<file path="config.mk">
export PLATFORM = sky130hd
export DESIGN_NAME = cpo_norm
export DESIGN_NICKNAME = d
export VERILOG_FILES = /design/src/hw/rtl/cpo_pkg.sv /design/src/hw/rtl/cpo_norm.sv
export SDC_FILE = /design/constraint.sdc
export NUM_CORES = 2
export LEC_CHECK = 0
export BUFFER_PORTS_ARGS = -buffer_cell sky130_fd_sc_hd__buf_2
export CAP_MARGIN = 20
export CORE_UTILIZATION = 55
export CTS_BUF_LIST = sky130_fd_sc_hd__clkbuf_4
export CTS_CLUSTER_DIAMETER = 40
export DETAILED_ROUTE_END_ITERATION = 8
export PLACE_DENSITY = 0.75
export SLEW_MARGIN = 20
export SYNTH_ARGS = -nofsm -noshare
export SYNTH_HDL_FRONTEND = slang
export SYNTH_SLANG_ARGS = --single-unit
</file>
<file path="constraint.sdc">
create_clock -name clk -period 4.45 [get_ports clk]
set_clock_uncertainty 0.15 [all_clocks]
set_input_delay 0 -clock clk [delete_from_list [all_inputs] [get_ports clk]]
set_output_delay 0 -clock clk [all_outputs]
set_load 0.005 [all_outputs]
</file>
<file path="src/hw/rtl/cpo_pkg.sv">
package cpo_pkg;

  localparam int COORD_WIDTH = 16;
  localparam int FRAC_BITS   = 8;
  localparam int RAD_WIDTH   = COORD_WIDTH - 1;
  localparam int DELTA_WIDTH = COORD_WIDTH + 1;
  localparam int MAG_WIDTH   = COORD_WIDTH;
  localparam int SUM_WIDTH   = COORD_WIDTH;
  localparam int SQ_WIDTH    = 2 * MAG_WIDTH + 1;
  localparam int ROOT_WIDTH  = (SQ_WIDTH + 1) / 2;
  localparam int NORM_FRAC   = 14;
  localparam int NUM_WIDTH   = MAG_WIDTH + NORM_FRAC;
  localparam int QUO_WIDTH   = NORM_FRAC + 2;
  localparam int OUT_WIDTH   = 16;
  localparam logic [SQ_WIDTH-1:0] EPS_Q = SQ_WIDTH'((64'd1 << (2 * FRAC_BITS)) / 64'd10000);

  // one root pair of bits per stage
  localparam int ROOT_STEPS = ROOT_WIDTH;
  // one quotient bit per stage
  localparam int DIV_STEPS  = QUO_WIDTH;

  // item carried through the root pipeline
  typedef struct packed {
    logic                  hit;
    logic                  neg_x;
    logic                  neg_y;
    logic [MAG_WIDTH-1:0]  mag_x;
    logic [MAG_WIDTH-1:0]  mag_y;
    logic [SUM_WIDTH-1:0]  rsum;
  } cpo_ctl_t;

endpackage

</file>
<file path="src/hw/rtl/cpo_norm.sv">
module cpo_norm (
  input  logic                            clk,
  input  logic                            rst,
  input  logic                            en,
  input  logic                            in_valid,
  input  cpo_pkg::cpo_ctl_t               in_ctl,
  input  logic [cpo_pkg::ROOT_WIDTH-1:0]  root,
  output logic                            out_valid,
  output logic                            hit,
  output logic signed [cpo_pkg::OUT_WIDTH-1:0] normal_x,
  output logic signed [cpo_pkg::OUT_WIDTH-1:0] normal_y,
  output logic [cpo_pkg::OUT_WIDTH-1:0]   penetration
);
  import cpo_pkg::*;

  localparam int DW = ROOT_WIDTH;
  localparam int RW = DW + 1;

  logic                 v   [DIV_STEPS+1];
  cpo_ctl_t             c   [DIV_STEPS+1];
  logic [DW-1:0]        dv  [DIV_STEPS+1];
  logic [NUM_WIDTH-1:0] nxs [DIV_STEPS+1];
  logic [NUM_WIDTH-1:0] nys [DIV_STEPS+1];
  logic [RW-1:0]        rx  [DIV_STEPS+1];
  logic [RW-1:0]        ry  [DIV_STEPS+1];
  logic [QUO_WIDTH-1:0] qx  [DIV_STEPS+1];
  logic [QUO_WIDTH-1:0] qy  [DIV_STEPS+1];

  assign v[0]  = in_valid;
  assign c[0]  = in_ctl;
  assign dv[0] = (root == '0) ? DW'(1) : root;
  // the top bits of the numerator give a quotient below 2^QUO_WIDTH, start there
  assign rx[0] = RW'(in_ctl.mag_x >> (QUO_WIDTH - NORM_FRAC));
  assign ry[0] = RW'(in_ctl.mag_y >> (QUO_WIDTH - NORM_FRAC));
  assign nxs[0] = NUM_WIDTH'(in_ctl.mag_x) << (NUM_WIDTH
                  - (QUO_WIDTH - NORM_FRAC));
  assign nys[0] = NUM_WIDTH'(in_ctl.mag_y) << (NUM_WIDTH
                  - (QUO_WIDTH - NORM_FRAC));
  assign qx[0] = '0;
  assign qy[0] = '0;

  // restoring division, one quotient bit per stage on both axes
  for (genvar s = 0; s < DIV_STEPS; s++) begin : g_step
    logic [RW-1:0] shx, shy;
    assign shx = {rx[s][RW-2:0], nxs[s][NUM_WIDTH-1]};
    assign shy = {ry[s][RW-2:0], nys[s][NUM_WIDTH-1]};
    always_ff @(posedge clk) begin
      if (rst) begin
        v[s+1] <= 1'b0;
      end else if (en) begin
        v[s+1] <= v[s];
      end
      if (en) begin
        c[s+1]   <= c[s];
        dv[s+1]  <= dv[s];
        nxs[s+1] <= {nxs[s][NUM_WIDTH-2:0], 1'b0};
        nys[s+1] <= {nys[s][NUM_WIDTH-2:0], 1'b0};
        if (shx >= RW'(dv[s])) begin
          rx[s+1] <= shx - RW'(dv[s]);
          qx[s+1] <= {qx[s][QUO_WIDTH-2:0], 1'b1};
        end else begin
          rx[s+1] <= shx;
          qx[s+1] <= {qx[s][QUO_WIDTH-2:0], 1'b0};
        end
        if (shy >= RW'(dv[s])) begin
          ry[s+1] <= shy - RW'(dv[s]);
          qy[s+1] <= {qy[s][QUO_WIDTH-2:0], 1'b1};
        end else begin
          ry[s+1] <= shy;
          qy[s+1] <= {qy[s][QUO_WIDTH-2:0], 1'b0};
        end
      end
    end
  end

  cpo_ctl_t             cl;
  logic [QUO_WIDTH-1:0] fqx, fqy;
  logic [DW-1:0]        fdv;
  assign cl  = c[DIV_STEPS];
  assign fqx = qx[DIV_STEPS];
  assign fqy = qy[DIV_STEPS];
  assign fdv = dv[DIV_STEPS];

  // sign, penetration, zero on miss
  always_ff @(posedge clk) begin
    if (rst) begin
      out_valid <= 1'b0;
    end else if (en) begin
      out_valid <= v[DIV_STEPS];
    end
    if (en) begin
      hit <= cl.hit;
      if (cl.hit) begin
        normal_x    <= cl.neg_x ? -OUT_WIDTH'(fqx) : OUT_WIDTH'(fqx);
        normal_y    <= cl.neg_y ? -OUT_WIDTH'(fqy) : OUT_WIDTH'(fqy);
        penetration <= OUT_WIDTH'(cl.rsum) - OUT_WIDTH'(fdv);
      end else begin
        normal_x    <= '0;
        normal_y    <= '0;
        penetration <= '0;
      end
    end
  end

endmodule
</file>
==> results.txt <==
----------------------------------------------------
[Synthesis]
  Combinational family with the most area after synthesis ... compound AO/OA/AOI/OAI gates
  Netlist cell types ... 82
  Simple logic cell fraction of the synthesized area ... 7.72%
  Share of synthesized area spent on multiplexers ... 6.94%
  Complex-gate fraction of the synthesized area ... 11.9%
  Average instance area after synthesis ... 12.7 sq um
  Gate count after technology mapping ... 6007
  Synth async-reset ratio ... 0%
  Total standard cell area after synthesis ... 0.0762 sq mm
  Post-synth top flop ... edfxtp_1
  Sequential fraction of the synthesis area ... 55.9%
  Post-synthesis adder-cell area fraction ... 9.93%
  Area share of xor/xnor cells in the synthesized design ... 4.75%
  Net count after synthesis ... 6665
  Top cells by area in the synthesized netlist ... edfxtp_1 55%, ha_1 9.1%, mux2_2 5.9%, xnor2_1 3.0%, a21oi_1 2.3%
  Warnings from Yosys ... 0
  Number of enable flip-flop cells after synthesis ... 1408
  Largest area contributor in the netlist ... edfxtp_1
  Post-synthesis register bit count ... 1425
  Post-synth top area share ... 55.5%

[Worst setup path]
  Launch point of the critical path ... root[13]
  CP Launch Type ... input port
  CP max stage delay ... 0.64 ns
  Crit-path max FO ... 18
  Worst endpoint required time ... 5.43 ns
  Setup crit end kind ... register
  Critical setup path kind ... in -> reg
  Startpoint of the lowest-slack register-to-register path ... dv[187]$_DFFE_PP_
  Cell with the most instances on the worst path ... dlygate4sd3_1
  WP data arrival ... 5.43 ns
  Cell-by-cell trace of the critical path ... dlygate4sd3_1 > dlygate4sd3_1 > buf_2 > dlygate4sd3_1 > o41ai_2 > buf_4 > ha_1 > nor2b_1 > o31a_1 > o31ai_2 > a21oi_1 > o221ai_2 > buf_4 > nand2_1 > dlygate4sd3_1 > o21ai_0 > dlygate4sd3_1
  Critical path's slowest cell ... dlygate4sd3_1
  Worst reg2reg endpoint ... g_step[6].shy[13]$_DFFE_PP_
  Worst reg2reg path depth ... 8
  Worst reg2reg setup slack ... 0.75 ns

[Min path]
  WHS Path Cells ... 4
  Start point of the worst hold path ... rst
  Sink of the worst hold path ... v[1]$_SDFFE_PP0P_
  Tightest Hold Check Type ... in -> reg

[Die]
  Io pins ... 122
  Starting Density ... 55.4%
  Die Height ... 374 microns
  Width of the die ... 374 microns
  Die ar. ... 0.140 sq mm
  Total core area ... 0.137 sq mm
  Cell Rows ... 136

[CTS]
  H-tree Lvls ... 5
  Number of sinks on the clock net ... 1425
  Clock tree from TritonCTS ... done
  Number of buffers created by CTS ... 384
  Later-pin clock latency in the skew report ... 1.30 ns
  Max Root-Sink Buffers ... 4
  Clock transition at the registers of the reported paths ... 0.06 ns
  Root buffer selected by CTS ... clkbuf_4
  Post-CTS Repair Setup Buffers ... 0

[Drt]
  Antenna Violating Nets Remaining ... 0
  Drt initial violations ... 3242
  Residual DRC ... 0
  Wire per inst ... 20.2 microns
  Detailed-routing iteration count for the pre-antenna-repair pass ... 7
  Vias after detailed routing ... 50200
  Post-Route WL ... 177000 microns
  Via-per-instance ratio ... 5.73

[Placed design]
  Detailed placer's ending HPWL ... 130000 microns
  Final weighted congestion in routability-driven placement ... 0.941
  Number of I/O port buffers ... 121

[Power and ir drop]
  Net switching power ... 19.9 mW
  Combinational fraction of design power ... 42.5%
  Internal power component ... 36.5 mW
  Highest ir drop seen on vdd ... 0.334 mV
  Portion of total power attributed to the clock network ... 19.8%
  Fraction of power spent switching nets ... 35.3%
  Share of power burned in registers ... 37.7%
  Post-layout power ... 56.4 mW
  LEAKAGE ... 34.4 nW
  Pwr Density ... 655 mW/mm^2

[Final layout]
  Area added between synthesis and finish ... 13.0%
  Post-route core utilization ... 62.7%
  Fraction of final layout cells sized beyond drive strength 1 ... 17.6%
  NumNets Final ... 7352

[Global route]
  Initial antenna violation count ... 4
  Largest net degree at the start of global routing ... 202
  All-Layer GR Usage ... 25.2%
  Global-route wire length before repair ... 275000 microns
  Overflow left after global routing ... 0
  Via count of the first global-routing pass ... 50100

[STA]
  Setup_tns ... 0 ns
  Setup repair after global routing missed its margin ... no
  Period minus WS final ... 4.45 ns
  Count of final hold-check violations ... 0
  Worst-Margin Slew ... 0.994 ns
  Final setup violation count ... 0
  Max Fclk ... 225 MHz
  Number of max-slew violations in the final report ... 0
  Worst-case headroom to the max-slew limit ... 33.7%
  Share of the clock period used by the worst path ... 99.9%

[Status]
  Status ... complete, no violations

[Job]
  Number of max-capacitance violations reported ... 0

----------------------------------------------------
## power by group through the flow
stage	clock [mW]	combinational, mW	sequential [mW]
6_report	11.2	24.0	21.3
3_3_place_gp	0	23.0	21.6
5_1_grt	12.2	26.4	21.5
4_1_cts	11.5	23.8	21.3
2_1_floorplan	0	18.6	20.2
3_5_place_dp	0	23.5	21.6
## cells by family (layout without fill, tap and decap cells)
| family | Yosys count | count (layout) |
|---|---|---|
| multiplexers | 475 | 475 |
| flip-flops | 1425 | 1425 |
| buffers and inverters | 545 | 1494 |
| XOR/XNOR | 413 | 413 |
| AO/OA/AOI/OAI | 1352 | 1352 |
| other | 0 | 11 |
| AND/OR/NAND/NOR | 1211 | 1211 |
| adder cells (fa/ha/maj) | 586 | 586 |
## worst max-delay path, delay by kind of cell
| kind | cells | cell delay [ns] |
|---|---|---|
| adders and majority gates | 1 | 0.20 |
| AOI/OAI and AO/OA | 6 | 1.54 |
| buffers and inverters | 8 | 3.57 |
| and+or+nand+nor | 2 | 0.14 |
## synthesized netlist by cell type, types with 17 or more instances
library cell and number:
nand3_1 87, nand4_1 66, mux2_2 399, fa_1 31, dfxtp_1 17, edfxtp_1 1408, xor2_1 152, o21a_1 124
or2_2 18, xnor2_1 261, buf_2 20, o21bai_1 17, o211ai_1 44, a211oi_1 44, a211o_1 37, nor2_1 371
o31a_1 26, ha_1 555, o2111ai_1 17, nor2b_1 118, nand2_1 250, nor3_1 99, and3_1 31, nand2b_1 67
a21oi_1 343, clkbuf_1 66, a31o_2 19, and2_1 21, inv_1 439, mux2i_1 67, a31oi_1 57, a21o_1 171
o21ai_0 249, or3_1 26, o31ai_1 33
## area by class of cell
type	count	area, sq um
multi-input combinational	4037	31500
inverter	440	1650
tap	1794	2240
fill	10600	51300
sequential	1425	42600
timing repair buffer	406	3500
clock inverter	138	793
antenna	11	27.5
clock buffer	510	3830
## routing by layer
layer	track usage, %	routed length, microns	vias to the layer above
met4	11.8	7580	2
li1	-	-	24300
met5	0	13	-
met2	43.0	87500	1381
met3	4.42	8360	418
met1	31.0	73500	24100
## per-stage QoR
stage	worst slack [ns]	cells	hold slack, ns	area [sq um]
finish	0.00285	8761	0.181	86200
global route	0.0325	8761	0.116	86200
CTS	0.0860	8749	0.0268	86100
detailed placement	0.431	7876	0.0283	79200
global placement	0.474	7876	0.0287	79200
floorplan	1.28	6007	-0.0511	76200
## registers in the layout, indices dropped and copies added, names as in the netlist
register,count
g_step.shy,256
out_valid,1
fdv,16
dv,255
fqx,16
hit,1
penetration,16
normal_y,16
fqy,16
g_step.shx,256
normal_x,16
c,304
qx,120
qy,120
v,16
## cells in the final DEF (no fill, tap or decap), types with 120 or more instances in the layout
cell	count
clkbuf_4	510
a21oi_1	343
ha_1	555
edfxtp_1	1408
buf_2	120
mux2_2	399
o21a_1	124
o21ai_0	249
inv_1	438
xor2_1	152
a21o_1	171
xnor2_1	261
nor2_1	371
nand2_1	250
dlygate4sd3_1	223
## repair_timing
item / in CTS / in global routing
gates resized for setup: 0 / 4
hold buffers: 225 / 0
hold endpoints to repair: 1499 / 0
setup endpoints to repair: 0 / 22
## worst max-delay path by stage
stage / end / slack, ns / depth (start not counted)
2_1_floorplan: g_step[13].shx[10]$_DFFE_PP_ / 1.28 / 10
3_3_place_gp: g_step[1].shy[14]$_DFFE_PP_ / 0.47 / 13
3_5_place_dp: g_step[1].shy[6]$_DFFE_PP_ / 0.43 / 13
4_1_cts: g_step[1].shx[2]$_DFFE_PP_ / 0.09 / 18
5_1_grt: g_step[1].shx[9]$_DFFE_PP_ / 0.03 / 17
6_report: g_step[1].shx[2]$_DFFE_PP_ / 0.003 / 17
No activity file was read; power rests on OpenSTA's default activity.
