$ cat src/hw/rtl/cpo_pkg.sv
package cpo_pkg;

  localparam int COORD_WIDTH = 16;
  localparam int FRAC_BITS   = 8;
  localparam int RAD_WIDTH   = COORD_WIDTH - 1;
  localparam int DELTA_WIDTH = COORD_WIDTH + 1;
  localparam int MAG_WIDTH   = COORD_WIDTH;
  localparam int SUM_WIDTH   = COORD_WIDTH;
  localparam int SQ_WIDTH    = 2 * MAG_WIDTH + 1;
  localparam int ROOT_WIDTH  = (SQ_WIDTH + 1) / 2;
  localparam int NORM_FRAC   = 14;
  localparam int NUM_WIDTH   = MAG_WIDTH + NORM_FRAC;
  localparam int QUO_WIDTH   = NORM_FRAC + 2;
  localparam int OUT_WIDTH   = 16;
  localparam logic [SQ_WIDTH-1:0] EPS_Q = SQ_WIDTH'((64'd1 << (2 * FRAC_BITS)) / 64'd10000);

  // one root pair of bits per stage
  localparam int ROOT_STEPS = ROOT_WIDTH;
  // one quotient bit per stage
  localparam int DIV_STEPS  = QUO_WIDTH;

  // item carried through the root pipeline
  typedef struct packed {
    logic                  hit;
    logic                  neg_x;
    logic                  neg_y;
    logic [MAG_WIDTH-1:0]  mag_x;
    logic [MAG_WIDTH-1:0]  mag_y;
    logic [SUM_WIDTH-1:0]  rsum;
  } cpo_ctl_t;

endpackage

$ cat src/hw/rtl/cpo_sqrt.sv
module cpo_sqrt (
  input  logic                            clk,
  input  logic                            rst,
  input  logic                            en,
  input  logic                            in_valid,
  input  cpo_pkg::cpo_ctl_t               in_ctl,
  input  logic [cpo_pkg::SQ_WIDTH-1:0]    d2,
  output logic                            out_valid,
  output cpo_pkg::cpo_ctl_t               out_ctl,
  output logic [cpo_pkg::ROOT_WIDTH-1:0]  root
);
  import cpo_pkg::*;

  localparam int RW = ROOT_WIDTH + 2;
  localparam int PW = 2 * ROOT_WIDTH;

  logic                 v   [ROOT_STEPS+1];
  cpo_ctl_t             c   [ROOT_STEPS+1];
  logic [PW-1:0]        rad [ROOT_STEPS+1];
  logic [RW-1:0]        rem [ROOT_STEPS+1];
  logic [ROOT_WIDTH-1:0] rt [ROOT_STEPS+1];

  assign v[0]   = in_valid;
  assign c[0]   = in_ctl;
  assign rad[0] = PW'(d2);
  assign rem[0] = '0;
  assign rt[0]  = '0;

  // restoring root, one result bit per stage
  for (genvar s = 0; s < ROOT_STEPS; s++) begin : g_step
    logic [RW-1:0] trial, rem_sh;
    assign rem_sh = {rem[s][RW-3:0], rad[s][PW-1 -: 2]};
    assign trial  = {rt[s], 2'b01};
    always_ff @(posedge clk) begin
      if (rst) begin
        v[s+1] <= 1'b0;
      end else if (en) begin
        v[s+1] <= v[s];
      end
      if (en) begin
        c[s+1]   <= c[s];
        rad[s+1] <= {rad[s][PW-3:0], 2'b00};
        if (rem_sh >= trial) begin
          rem[s+1] <= rem_sh - trial;
          rt[s+1]  <= {rt[s][ROOT_WIDTH-2:0], 1'b1};
        end else begin
          rem[s+1] <= rem_sh;
          rt[s+1]  <= {rt[s][ROOT_WIDTH-2:0], 1'b0};
        end
      end
    end
  end

  assign out_valid = v[ROOT_STEPS];
  assign out_ctl   = c[ROOT_STEPS];
  assign root      = rt[ROOT_STEPS];

endmodule

$ cat config.mk
export PLATFORM = sky130hd
export DESIGN_NAME = cpo_sqrt
export DESIGN_NICKNAME = d
export VERILOG_FILES = /design/src/hw/rtl/cpo_pkg.sv /design/src/hw/rtl/cpo_sqrt.sv
export SDC_FILE = /design/constraint.sdc
export NUM_CORES = 1
export LEC_CHECK = 0
export ABC_AREA = 0
export BUFFER_PORTS_ARGS = -buffer_cell sky130_fd_sc_hd__buf_4
export CAP_MARGIN = 20
export CORE_ASPECT_RATIO = 2
export CORE_MARGIN = 2
export CORE_UTILIZATION = 60
export CTS_CLUSTER_SIZE = 10
export DETAILED_ROUTE_END_ITERATION = 6
export GPL_TIMING_DRIVEN = 1
export PLACE_DENSITY_LB_ADDON = 0.3
export SKIP_LAST_GASP = 1
export SLEW_MARGIN = 20
export SYNTH_ARGS = -nofsm -noshare
export SYNTH_HDL_FRONTEND = slang
export SYNTH_SLANG_ARGS = --single-unit
$ cat constraint.sdc
create_clock -name clk -period 3.2 [get_ports clk]
set_clock_uncertainty 0.1 [all_clocks]
set_input_delay 0.48 -clock clk [delete_from_list [all_inputs] [get_ports clk]]
set_output_delay 0.48 -clock clk [all_outputs]
set_load 0.1 [all_outputs]
==> results of run 1 <==
-- path summary, 6_finish.rpt --
path / to
max: g_step[14].rem_sh[16]$_DFFE_PP_
min: c[825]$_DFFE_PP_
max reg2reg: g_step[14].rem_sh[16]$_DFFE_PP_
min reg2reg: rad[457]$_DFFE_PP_
-- per-layer routing --
metal / track usage / wire, um
met5: 0 / 0
met2: 0.433 / 61700
met4: 0.120 / 5660
met1: 0.190 / 32400
met3: 0.0367 / 3260
-- cell usage after synthesis (9+ instances only) --
master,count,area (sq um)
nand4_1,36,225
or3_1,21,131
a31oi_1,17,106
o21a_1,40,300
clkbuf_1,25,93.8
o211ai_1,13,97.6
and3_1,13,81.3
mux2i_1,31,310
a21oi_1,116,581
xor2_1,63,552
a211oi_1,19,143
xnor2_1,99,867
dfxtp_1,17,340
nand2b_1,32,200
ha_1,169,2110
or2_2,10,62.6
nor3_1,51,255
a21boi_0,9,67.6
nand2_1,103,387
o31a_1,9,78.8
nand3_1,33,165
edfxtp_1,1535,46100
buf_4,51,383
o21ai_0,107,536
a21o_1,29,218
mux2_2,57,642
nor4_1,23,144
nor2b_1,17,106
nor2_1,169,634
inv_1,219,822
or4_1,12,90.1
-- cell families after synthesis --
| group | after synthesis |
|---|---|
| fa+ha+maj | 169 |
| buf+inv | 303 |
| mux | 88 |
| flops | 1552 |
| simple gates | 561 |
| xor+xnor | 162 |
| compound gates | 443 |
| other cells | 1 |
-- metrics by stage --
step	instance area (sq um)	utilization
2_1_floorplan	57900	-
3_3_place_gp	61100	0.636
3_5_place_dp	61100	0.636
4_1_cts	66800	0.695
5_1_grt	66800	0.695
6_report	66800	0.695
-- timing repair --
action,CTS,global route
setup buffers,0,0
hold buffers,87,0
hold endpoints to repair,101,0
setup endpoints to repair,4,27
resized for setup,2,4
-- power by group through the flow --
| stage | clock network [mW] | logic, mW | registers [mW] |
|---|---|---|---|
| final | 17.4 | 5.10 | 25.1 |
| after global routing | 18.5 | 5.56 | 25.3 |
| after CTS | 17.8 | 5.08 | 25.1 |
| after detailed placement | 0 | 4.92 | 25.5 |
| after global placement | 0 | 4.75 | 25.4 |
| after floorplan | 0 | 3.21 | 25.3 |
-- sequential cells by signal (all words and copies together), names as in the netlist --
name / cells
c: 816
g_step.rem_sh: 275
rad: 240
g_step.trial: 136
out_ctl: 51
root: 17
v: 16
out_valid: 1
-- area by class of cell --
| cell class | count | share of cell area |
|---|---|---|
| Clock buffer | 198 | 0.0665 |
| Clock inverter | 16 | 0.00494 |
| Inverter | 220 | 0.0124 |
| Multi-Input combinational cell | 1424 | 0.153 |
| Sequential cell | 1552 | 0.695 |
| Tap cell | 1222 | 0.0229 |
| Timing Repair Buffer | 335 | 0.0455 |
==> results.sh, run 1 <==
export IMPL_coreArea_sq_um=96100
export IMPL_rsz0062_at_grt="false"
export IMPL_power_internal_mw=36.3
export IMPL_setup_worst_path_end_class="flop"
export IMPL_setup_slack_ps=66.0
export IMPL_max_clock_path_buffers=3
export IMPL_buffer_ports_inserted=156
export IMPL_drt_pass1_iterations=7
export IMPL_drv_max_cap_violation_count=0
export IMPL_power_sequential_fraction=0.527
export IMPL_post_route_drc_count=0
export IMPL_design_die_area_sq_um=99200
export IMPL_path_depth=7
export IMPL_leak_nw=24.6
export IMPL_final_seq_area_sq_um=46400
export IMPL_post_synth_xor_xnor_area=0.0245
export IMPL_power_density_cell_area_nw_per_um2=713
export IMPL_critical_path_top_delay_family="compound AO/OA/AOI/OAI gates"
export IMPL_antennaDiodeCount=0
export IMPL_depth_of_the_most_critical_reg_to_reg_path=7
export IMPL_avgSynthCellArea_sq_um=17.7
export IMPL_grt_util_all_layers=0.213
export IMPL_clock_network_fraction_of_design_power=0.366
export IMPL_layout_commonest_cell="edfxtp_1"
export IMPL_total_negative_setup_slacks_ps=0
export IMPL_clkLatencyLatePin_ps=790
export IMPL_top_level_ports=157
export IMPL_synthesis_instances=3279
export IMPL_layout_common_cells="edfxtp_1 (1535), buf_4 (224), inv_1 (219)"
export IMPL_route_final_wire_length_um=103000
export IMPL_wire_per_inst_um=20.7
export IMPL_hold_path_depth=1
export IMPL_cts_inserted_buffers=173
export IMPL_yosys_mux_area_fraction=0.0164
export IMPL_total_power_mw=47.6
export IMPL_slew_violations=0
export IMPL_power_share_switching=0.238
export IMPL_share_comb_of_total_power=0.107
export IMPL_final_fill_count=5813
export IMPL_floorplan_rows=161
export IMPL_worst_ep_arrival_time_ps=3550
export IMPL_period_minus_slack_ps=3130
export IMPL_design_final_nets=3963
export IMPL_switchingPower_mw=11.4
export IMPL_synth_cell_types=76
export IMPL_area_fraction_in_and_or_nand_and_nor_cells_after_synthesis=0.0489
export IMPL_detailedRoute_firstIterationViolations=1788
export IMPL_clock_tree_root_cell="clkbuf_16"
export IMPL_path_class="reg -> reg"
export IMPL_worst_path_buf_inv=0
export IMPL_finalHoldWorstSlack_ps=58.1
export IMPL_numPlacedInstances=4666
export IMPL_worst_setup_path_start_kind="flop"
export IMPL_regToRegSetupSlack_ps=70
export IMPL_synth_top_family_by_area="compound AO/OA/AOI/OAI gates"
export IMPL_timing_final_crit_share=0.979
export IMPL_worst_ir_drop_on_vdd_v=0.000653
export IMPL_routed_via_count=28100
export IMPL_async_reset_ff_frac=0
export IMPL_grt_antenna_before_repair=1
export IMPL_die_w_um=224
export IMPL_critPathLaunch="g_step[13].rem_sh[2]$_DFFE_PP_"
export IMPL_r2r_start="g_step[13].rem_sh[2]$_DFFE_PP_"
export IMPL_critPathMaxStageDelay_ps=590
export IMPL_critical_path_cell_chain="ha_1, nor2b_1, o311a_1, o32a_1, o41ai_2, a211oi_1, a311o_1"
export IMPL_grt_start_max_net_pins=106
export IMPL_vias_in_the_first_global_route=30600
export IMPL_start_util=0.603
export IMPL_rd_place_congestion=0.907
export IMPL_synth_enable_flop_cells=1535
export IMPL_drive_gt1_frac=0.142
export IMPL_multiInputGateArea_sq_um=10200
export IMPL_min_path_type="in -> reg"
export IMPL_required_ps=3610
export IMPL_min_delay_start="en"
export IMPL_stdcell_count=4967
export IMPL_grt_overflow_total=0
export IMPL_outcome="finished, final reports clean"
export IMPL_finalSetupViolations=0
export IMPL_synth_seq_cells=1552
export IMPL_hpwlAfterDp_um=60300
export IMPL_antenna_left=0
export IMPL_tightestPinTransition_ps=826
export IMPL_netlist_area_sq_um=57900
export IMPL_finalHoldViolations=0
export IMPL_max_freq_mhz=319
export IMPL_synth_compound_area_share=0.0492
export IMPL_numClockSinks=1552
export IMPL_ys_flop_type="edfxtp_1"
export IMPL_syn_nets=3536
export IMPL_clk_pin_slew_worst_paths_ps=60
export IMPL_grt_pass1_wl_um=160000
export IMPL_max_slew_margin=0.448
export IMPL_seq_area_frac_synth=0.801
export IMPL_synthAdderAreaFrac=0.0365
export IMPL_synth_warning_count=0
export IMPL_cts_tree="built"
export IMPL_place_worst_setup_slack_ps=-128
export IMPL_vias_per_cell=5.67
export IMPL_flow_area_growth_from_synthesis_pct=15.3
export IMPL_cts_htree_levels=4
export IMPL_crit_slowest_cell="o41ai_2"
export IMPL_cp_max_fo=4
export IMPL_dieHeight_um=443
Power figures use the tool's default switching activity.
==> inputs of run 2 (changes only) <==
--- a/config.mk
+++ b/config.mk
@@ -8,9 +8,12 @@
 export ABC_AREA = 0
 export BUFFER_PORTS_ARGS = -buffer_cell sky130_fd_sc_hd__buf_4
 export CAP_MARGIN = 20
+export CELL_PAD_IN_SITES_DETAIL_PLACEMENT = 2
+export CELL_PAD_IN_SITES_GLOBAL_PLACEMENT = 2
 export CORE_ASPECT_RATIO = 2
 export CORE_MARGIN = 2
-export CORE_UTILIZATION = 60
+export CORE_UTILIZATION = 50
+export CTS_BUF_LIST = sky130_fd_sc_hd__clkbuf_8
 export CTS_CLUSTER_SIZE = 10
 export DETAILED_ROUTE_END_ITERATION = 6
 export GPL_TIMING_DRIVEN = 1
==> results.sh, run 2 <==
export IMPL_avgSynthCellArea_sq_um=17.7
export IMPL_synth_enable_flop_cells=1535
export IMPL_dieHeight_um=485
export IMPL_syn_nets=3536
export IMPL_top_level_ports=157
export IMPL_synthesis_instances=3279
export IMPL_tool_error="[ERROR DPL-0033] detailed placement checks failed during check placement."
export IMPL_rd_place_congestion=0.888
export IMPL_synth_seq_cells=1552
export IMPL_netlist_area_sq_um=57900
export IMPL_async_reset_ff_frac=0
export IMPL_synth_cell_types=76
export IMPL_buffer_ports_inserted=156
export IMPL_ys_flop_type="edfxtp_1"
export IMPL_hpwlAfterDp_um=147000
export IMPL_synth_area_leaders="edfxtp_1 (80%), ha_1 (3.6%), xnor2_1 (1.5%)"
export IMPL_yosysTopAreaCellShare=0.796
export IMPL_die_w_um=245
export IMPL_floorplan_rows=176
export IMPL_cell_with_the_most_instances_after_synthesis="edfxtp_1"
export IMPL_start_util=0.504
export IMPL_seq_area_frac_synth=0.801
export IMPL_netlist_top_cell_by_area="edfxtp_1"
export IMPL_outcome="stopped before the end"
export IMPL_synth_warning_count=0
export IMPL_last_stage_reached="detailed placement"
export IMPL_synth_cells_most_frequent="edfxtp_1 (1535), inv_1 (219), ha_1 (169), nor2_1 (169), a21oi_1 (116)"
run 2: through the flow:
step | std cells | hold slack, ps | worst slack, ps
2_1_floorplan | 3279 | 300 | 313
3_3_place_gp | 4978 | 300 | -43.1
run 2: cell families after synthesis:
family          count (synthesis)  synth area share
flops                        1552             0.801
mux                            88            0.0164
compound gates                443            0.0492
other cells                     1         0.0000647
simple gates                  561            0.0489
fa+ha+maj                     169            0.0365
buf+inv                       303            0.0230
xor+xnor                      162            0.0245
==> inputs of run 3 (changes only) <==
==> config.mk (replaced) <==
export PLATFORM = sky130hd
export DESIGN_NAME = cpo_sqrt
export DESIGN_NICKNAME = d
export VERILOG_FILES = /design/src/hw/rtl/cpo_pkg.sv /design/src/hw/rtl/cpo_sqrt.sv
export SDC_FILE = /design/constraint.sdc
export NUM_CORES = 1
export LEC_CHECK = 0
export ABC_AREA = 0
export BUFFER_PORTS_ARGS = -buffer_cell sky130_fd_sc_hd__buf_4
export CAP_MARGIN = 20
export CORE_MARGIN = 2
export CORE_UTILIZATION = 40
export DETAILED_ROUTE_END_ITERATION = 6
export GPL_TIMING_DRIVEN = 1
export PLACE_DENSITY_LB_ADDON = 0.15
export SKIP_LAST_GASP = 1
export SLEW_MARGIN = 20
export SYNTH_ARGS = -nofsm -noshare
export SYNTH_HDL_FRONTEND = slang
export SYNTH_SLANG_ARGS = --single-unit
==> results.sh, run 3 (same netlist as run 1, synthesis figures left out) <==
export IMPL_cts_tree="built"
export IMPL_rsz0062_at_grt="false"
export IMPL_rd_place_congestion=0.875
export IMPL_hold_path_depth=1
export IMPL_wire_per_inst_um=15.2
export IMPL_drive_gt1_frac=0.149
export IMPL_depth_of_the_most_critical_reg_to_reg_path=7
export IMPL_layout_commonest_cell="edfxtp_1"
export IMPL_flow_area_growth_from_synthesis_pct=17.6
export IMPL_grt_pass1_wl_um=141000
export IMPL_leak_nw=24.9
export IMPL_largest_reg_flops=816
export IMPL_tightestPinTransition_ps=762
export IMPL_total_negative_setup_slacks_ps=0
export IMPL_layout_cell_area_non_filler_sq_um=68100
export IMPL_top_level_ports=157
export IMPL_worst_setup_path_start_kind="flop"
export IMPL_worst_ir_drop_on_vdd_v=0.000457
export IMPL_coreArea_sq_um=144000
export IMPL_dieHeight_um=385
export IMPL_hold_path_end="c[317]$_DFFE_PP_"
export IMPL_design_die_area_sq_um=148000
export IMPL_r2r_end="g_step[14].rem_sh[16]$_DFFE_PP_"
export IMPL_buffer_ports_inserted=156
export IMPL_slew_violations=0
export IMPL_r2r_start="g_step[13].rem_sh[2]$_DFFE_PP_"
export IMPL_numPlacedInstances=5346
export IMPL_power_density_cell_area_nw_per_um2=704
export IMPL_max_slew_margin=0.492
export IMPL_grt_util_all_layers=0.119
export IMPL_cts_htree_levels=4
export IMPL_path_class="reg -> reg"
export IMPL_violations="design-rule violations"
export IMPL_grt_antenna_before_repair=0
export IMPL_numClockSinks=1552
export IMPL_antenna_left=0
export IMPL_timing_final_crit_share=0.934
export IMPL_grt_overflow_total=0
export IMPL_grt_start_max_net_pins=93
export IMPL_clock_tree_root_cell="clkbuf_16"
export IMPL_layout_common_cells="edfxtp_1 (1535), buf_4 (227), inv_1 (218)"
export IMPL_detailedRoute_firstIterationViolations=1642
export IMPL_min_delay_start="en"
export IMPL_clkLatencyLatePin_ps=790
export IMPL_cp_max_fo=4
export IMPL_route_final_wire_length_um=87200
export IMPL_antennaDiodeCount=0
export IMPL_die_w_um=385
export IMPL_period_minus_slack_ps=2990
export IMPL_post_route_drc_count=6
export IMPL_vias_per_cell=4.71
export IMPL_hpwlAfterDp_um=54100
export IMPL_final_fill_count=12100
export IMPL_regToRegSetupSlack_ps=210
export IMPL_crit_slowest_cell="o41ai_1"
export IMPL_finalHoldWorstSlack_ps=178
export IMPL_finalHoldViolations=0
export IMPL_vias_in_the_first_global_route=27600
export IMPL_cts_inserted_buffers=166
export IMPL_floorplan_rows=139
export IMPL_drt_pass1_iterations=7
export IMPL_setup_worst_path_end_class="flop"
export IMPL_regMostFlops="c"
export IMPL_clk_pin_slew_worst_paths_ps=60
export IMPL_critPathMaxStageDelay_ps=540
export IMPL_outcome="complete, but fails checks"
export IMPL_max_clock_path_buffers=3
export IMPL_max_freq_mhz=335
export IMPL_worst_ep_arrival_time_ps=3410
export IMPL_stdcell_count=5736
export IMPL_drv_max_cap_violation_count=0
export IMPL_critPathLaunch="g_step[13].rem_sh[2]$_DFFE_PP_"
export IMPL_design_final_nets=3958
export IMPL_critical_path_cell_chain="ha_1, nor2b_1, o311a_1, o32a_1, o41ai_1, a211oi_1, a311o_1"
export IMPL_finalSetupViolations=0
export IMPL_required_ps=3620
export IMPL_routed_via_count=27000
export IMPL_min_path_type="in -> reg"
export IMPL_placed_cell_area_sq_um=62000
export IMPL_start_util=0.403
[run 3: through the flow]
stage	utilization	setup WS (ps)	power, mW
after global placement	0.431	267	30.1
after global routing	0.474	24.0	50.2
final	0.474	211	48.0
after floorplan	-	313	28.5
after CTS	0.474	159	48.8
after detailed placement	0.431	162	30.1
[run 3: per-layer routing]
layer | part of all wire | vias to the layer above | global-route usage
li1 | - | 13400 | -
met1 | 0.43 | 13100 | 0.144
met2 | 0.50 | 413 | 0.204
met3 | 0.040 | 196 | 0.0306
met4 | 0.029 | 0 | 0.0459
met5 | 0 | - | 0
[run 3: critical path, delay by kind of cell (launching register included)]
family,cells,cell delay (ps)
and+or+nand+nor,1,170
AOI/OAI and AO/OA,5,1730
adders and majority gates,1,340
DFF,1,390
[run 3: worst max path at each step]
stage	end	slack [ps]	cells past startpoint
2_1_floorplan	g_step[13].rem_sh[14]$_DFFE_PP_	310	7
3_3_place_gp	g_step[12].rem_sh[12]$_DFFE_PP_	270	8
3_5_place_dp	g_step[12].rem_sh[5]$_DFFE_PP_	160	8
4_1_cts	g_step[12].rem_sh[5]$_DFFE_PP_	160	8
5_1_grt	g_step[14].rem_sh[13]$_DFFE_PP_	20	9
6_report	g_step[14].rem_sh[16]$_DFFE_PP_	210	7
[run 3: cell type report]
| cell class | count | area [sq um] | share of cell area |
|---|---|---|---|
| clock buffers | 200 | 4300 | 0.0631 |
| multi-input cells | 1424 | 10200 | 0.150 |
| inverters | 220 | 830 | 0.0122 |
| flip-flops and latches | 1552 | 46400 | 0.681 |
| repair buffers | 337 | 3030 | 0.0444 |
| well taps | 1903 | 2380 | 0.0349 |
| clock inverters | 100 | 975 | 0.0143 |
[run 3: report_power, final]
part / leakage, nW / internal, mW / switching [mW]
clock: 2.57 / 10.3 / 7.86
combinational: 7.28 / 2.01 / 2.76
sequential: 15.0 / 24.3 / 0.669
total: 24.9 / 36.7 / 11.3
[run 3: timing repair]
item | CTS | global route
buffers inserted | 0 | 3
setup endpoints to repair | 0 | 17
resized for setup | 0 | 4
hold buffers | 87 | 0
endpoints found under the hold margin | 101 | 0
==> inputs of run 4 (changes only) <==
--- a/config.mk
+++ b/config.mk
@@ -8,13 +8,12 @@
 export ABC_AREA = 0
 export BUFFER_PORTS_ARGS = -buffer_cell sky130_fd_sc_hd__buf_4
 export CAP_MARGIN = 20
-export CORE_MARGIN = 2
-export CORE_UTILIZATION = 40
+export CORE_UTILIZATION = 51
 export DETAILED_ROUTE_END_ITERATION = 6
 export GPL_TIMING_DRIVEN = 1
 export PLACE_DENSITY_LB_ADDON = 0.15
 export SKIP_LAST_GASP = 1
-export SLEW_MARGIN = 20
+export SLEW_MARGIN = 10
 export SYNTH_ARGS = -nofsm -noshare
 export SYNTH_HDL_FRONTEND = slang
 export SYNTH_SLANG_ARGS = --single-unit
==> results.sh, run 4 (same netlist as run 1, synthesis figures left out) <==
export IMPL_outcome="finished, final reports clean"
export IMPL_drt_met1_wl_um=39300
export IMPL_antennaDiodeCount=0
export IMPL_worst_setup_path_start_kind="flop"
export IMPL_drv_max_cap_violation_count=0
export IMPL_worst_ir_drop_on_vdd_v=0.000530
export IMPL_leak_nw=24.6
export IMPL_cp_max_fo=4
export IMPL_hold_path_depth=1
export IMPL_required_ps=3580
export IMPL_design_die_area_sq_um=115000
export IMPL_hpwlAfterDp_um=59000
export IMPL_place_worst_setup_slack_ps=214
export IMPL_cts_tree="built"
export IMPL_start_util=0.515
export IMPL_tightestPinTransition_ps=647
export IMPL_route_final_wire_length_um=89400
export IMPL_critical_path_top_delay_family="compound AO/OA/AOI/OAI gates"
export IMPL_floorplan_rows=123
export IMPL_r2r_start="g_step[13].trial[2]$_DFFE_PP_"
export IMPL_grt_antenna_before_repair=2
export IMPL_grt_pass1_wl_um=144000
export IMPL_max_clock_path_buffers=3
export IMPL_wire_per_inst_um=16.9
export IMPL_worst_path_buf_inv=1
export IMPL_clk_pin_slew_worst_paths_ps=60
export IMPL_top_signal_layer_used="met4"
export IMPL_coreArea_sq_um=112000
export IMPL_top_level_ports=157
export IMPL_finalHoldViolations=0
export IMPL_clkLatencyLatePin_ps=750
export IMPL_max_slew_margin=0.565
export IMPL_met3RoutedLength_um=3460
export IMPL_regMostFlops="c"
export IMPL_die_w_um=339
export IMPL_total_negative_setup_slacks_ps=0
export IMPL_flow_area_growth_from_synthesis_pct=15.9
export IMPL_vias_per_cell=5.13
export IMPL_antenna_left=0
export IMPL_detailedRoute_firstIterationViolations=1772
export IMPL_rsz0062_at_grt="false"
export IMPL_dieHeight_um=339
export IMPL_cts_htree_levels=4
export IMPL_hold_path_end="c[708]$_DFFE_PP_"
export IMPL_path_class="reg -> reg"
export IMPL_regToRegSetupSlack_ps=210
export IMPL_period_minus_slack_ps=2990
export IMPL_buffer_ports_inserted=156
export IMPL_rd_place_congestion=0.878
export IMPL_layout_common_cells="edfxtp_1 (1535), inv_1 (219), buf_4 (207)"
export IMPL_timing_final_crit_share=0.933
export IMPL_finalSetupViolations=0
export IMPL_setup_worst_path_end_class="flop"
export IMPL_drive_gt1_frac=0.141
export IMPL_largest_reg_flops=816
export IMPL_critical_path_cell_chain="inv_1, ha_1, nor2b_1, o311a_1, o32a_1, o41ai_1, a211oi_1, a311o_1"
export IMPL_depth_of_the_most_critical_reg_to_reg_path=8
export IMPL_grt_util_all_layers=0.158
export IMPL_min_delay_start="en"
export IMPL_numClockSinks=1552
export IMPL_layout_cell_area_non_filler_sq_um=67200
export IMPL_crit_slowest_cell="o41ai_1"
export IMPL_routed_via_count=27200
export IMPL_critPathMaxStageDelay_ps=510
export IMPL_post_route_drc_count=0
export IMPL_setup_slack_ps=214
export IMPL_design_final_nets=3929
export IMPL_grt_start_max_net_pins=99
export IMPL_postCtsSetupRepairBufs=0
export IMPL_cts_inserted_buffers=157
export IMPL_power_density_cell_area_nw_per_um2=702
export IMPL_grt_overflow_total=0
export IMPL_drt_pass1_iterations=7
export IMPL_r2r_end="g_step[14].rem_sh[16]$_DFFE_PP_"
export IMPL_vias_in_the_first_global_route=27600
export IMPL_max_freq_mhz=335
export IMPL_worst_ep_arrival_time_ps=3360
export IMPL_placed_cell_area_sq_um=61300
export IMPL_met2WireLength_um=44500
export IMPL_clock_tree_root_cell="clkbuf_16"
export IMPL_min_path_type="in -> reg"
export IMPL_slew_violations=0
export IMPL_layout_commonest_cell="edfxtp_1"
run 4: area by class of cell:
type / count / area (sq um)
Tap cell: 1500 / 1880
Inverter: 220 / 826
Timing Repair Buffer: 317 / 2890
Multi-Input combinational cell: 1424 / 10200
Clock buffer: 187 / 4070
Fill cell: 8254 / 45300
Sequential cell: 1552 / 46400
Clock inverter: 96 / 898
run 4: where the power goes:
group          switching (mW)  leakage [nW]  total [mW]  internal, mW
clock network            7.41          2.40        17.3          9.89
registers               0.733          15.0        25.1          24.3
logic                    2.82          7.18        4.81          2.00
total                    11.0          24.6        47.2          36.2
run 4: worst register-to-register path, cell delays in order (launching register included):
cell and delay, ps:
edfxtp_1 350, inv_1 60, ha_1 340, nor2b_1 170, o311a_1 340, o32a_1 400, o41ai_1 510, a211oi_1 150
a311o_1 300
run 4: per-layer routing:
metal  track usage  vias to the layer above
met3        0.0325                      170
met2         0.266                      506
li1              -                    13300
met1         0.205                    13200
met5             0                        -
met4        0.0516                        0
run 4: how the worst max path moves through the flow:
stage | slack (ps) | depth (start not counted) | to | start
2_1_floorplan | 310 | 7 | g_step[13].rem_sh[14]$_DFFE_PP_ | g_step[12].rem_sh[2]$_DFFE_PP_
3_3_place_gp | 260 | 9 | g_step[15].rem_sh[10]$_DFFE_PP_ | g_step[14].trial[12]$_DFFE_PP_
3_5_place_dp | 210 | 9 | g_step[8].rem_sh[12]$_DFFE_PP_ | g_step[7].trial[4]$_DFFE_PP_
4_1_cts | 180 | 8 | g_step[14].rem_sh[16]$_DFFE_PP_ | g_step[13].trial[2]$_DFFE_PP_
5_1_grt | 8 | 9 | g_step[12].rem_sh[5]$_DFFE_PP_ | g_step[11].rem_sh[11]$_DFFE_PP_
6_report | 210 | 8 | g_step[14].rem_sh[16]$_DFFE_PP_ | g_step[13].trial[2]$_DFFE_PP_
run 4: through the flow:
stage | hold slack, ps | utilization | instances | power [mW]
global placement | 300 | 0.545 | 4926 | 30.1
finish | 128 | 0.597 | 5296 | 47.2
CTS | 107 | 0.597 | 5296 | 47.8
global route | 116 | 0.597 | 5296 | 49.2
detailed placement | 305 | 0.545 | 4926 | 30.2
floorplan | 300 | - | 3279 | 28.5
run 4: timing repair:
action,4_1_cts,5_1_grt
gates resized for setup,0,0
hold buffers,87,0
hold endpoints to repair,101,0
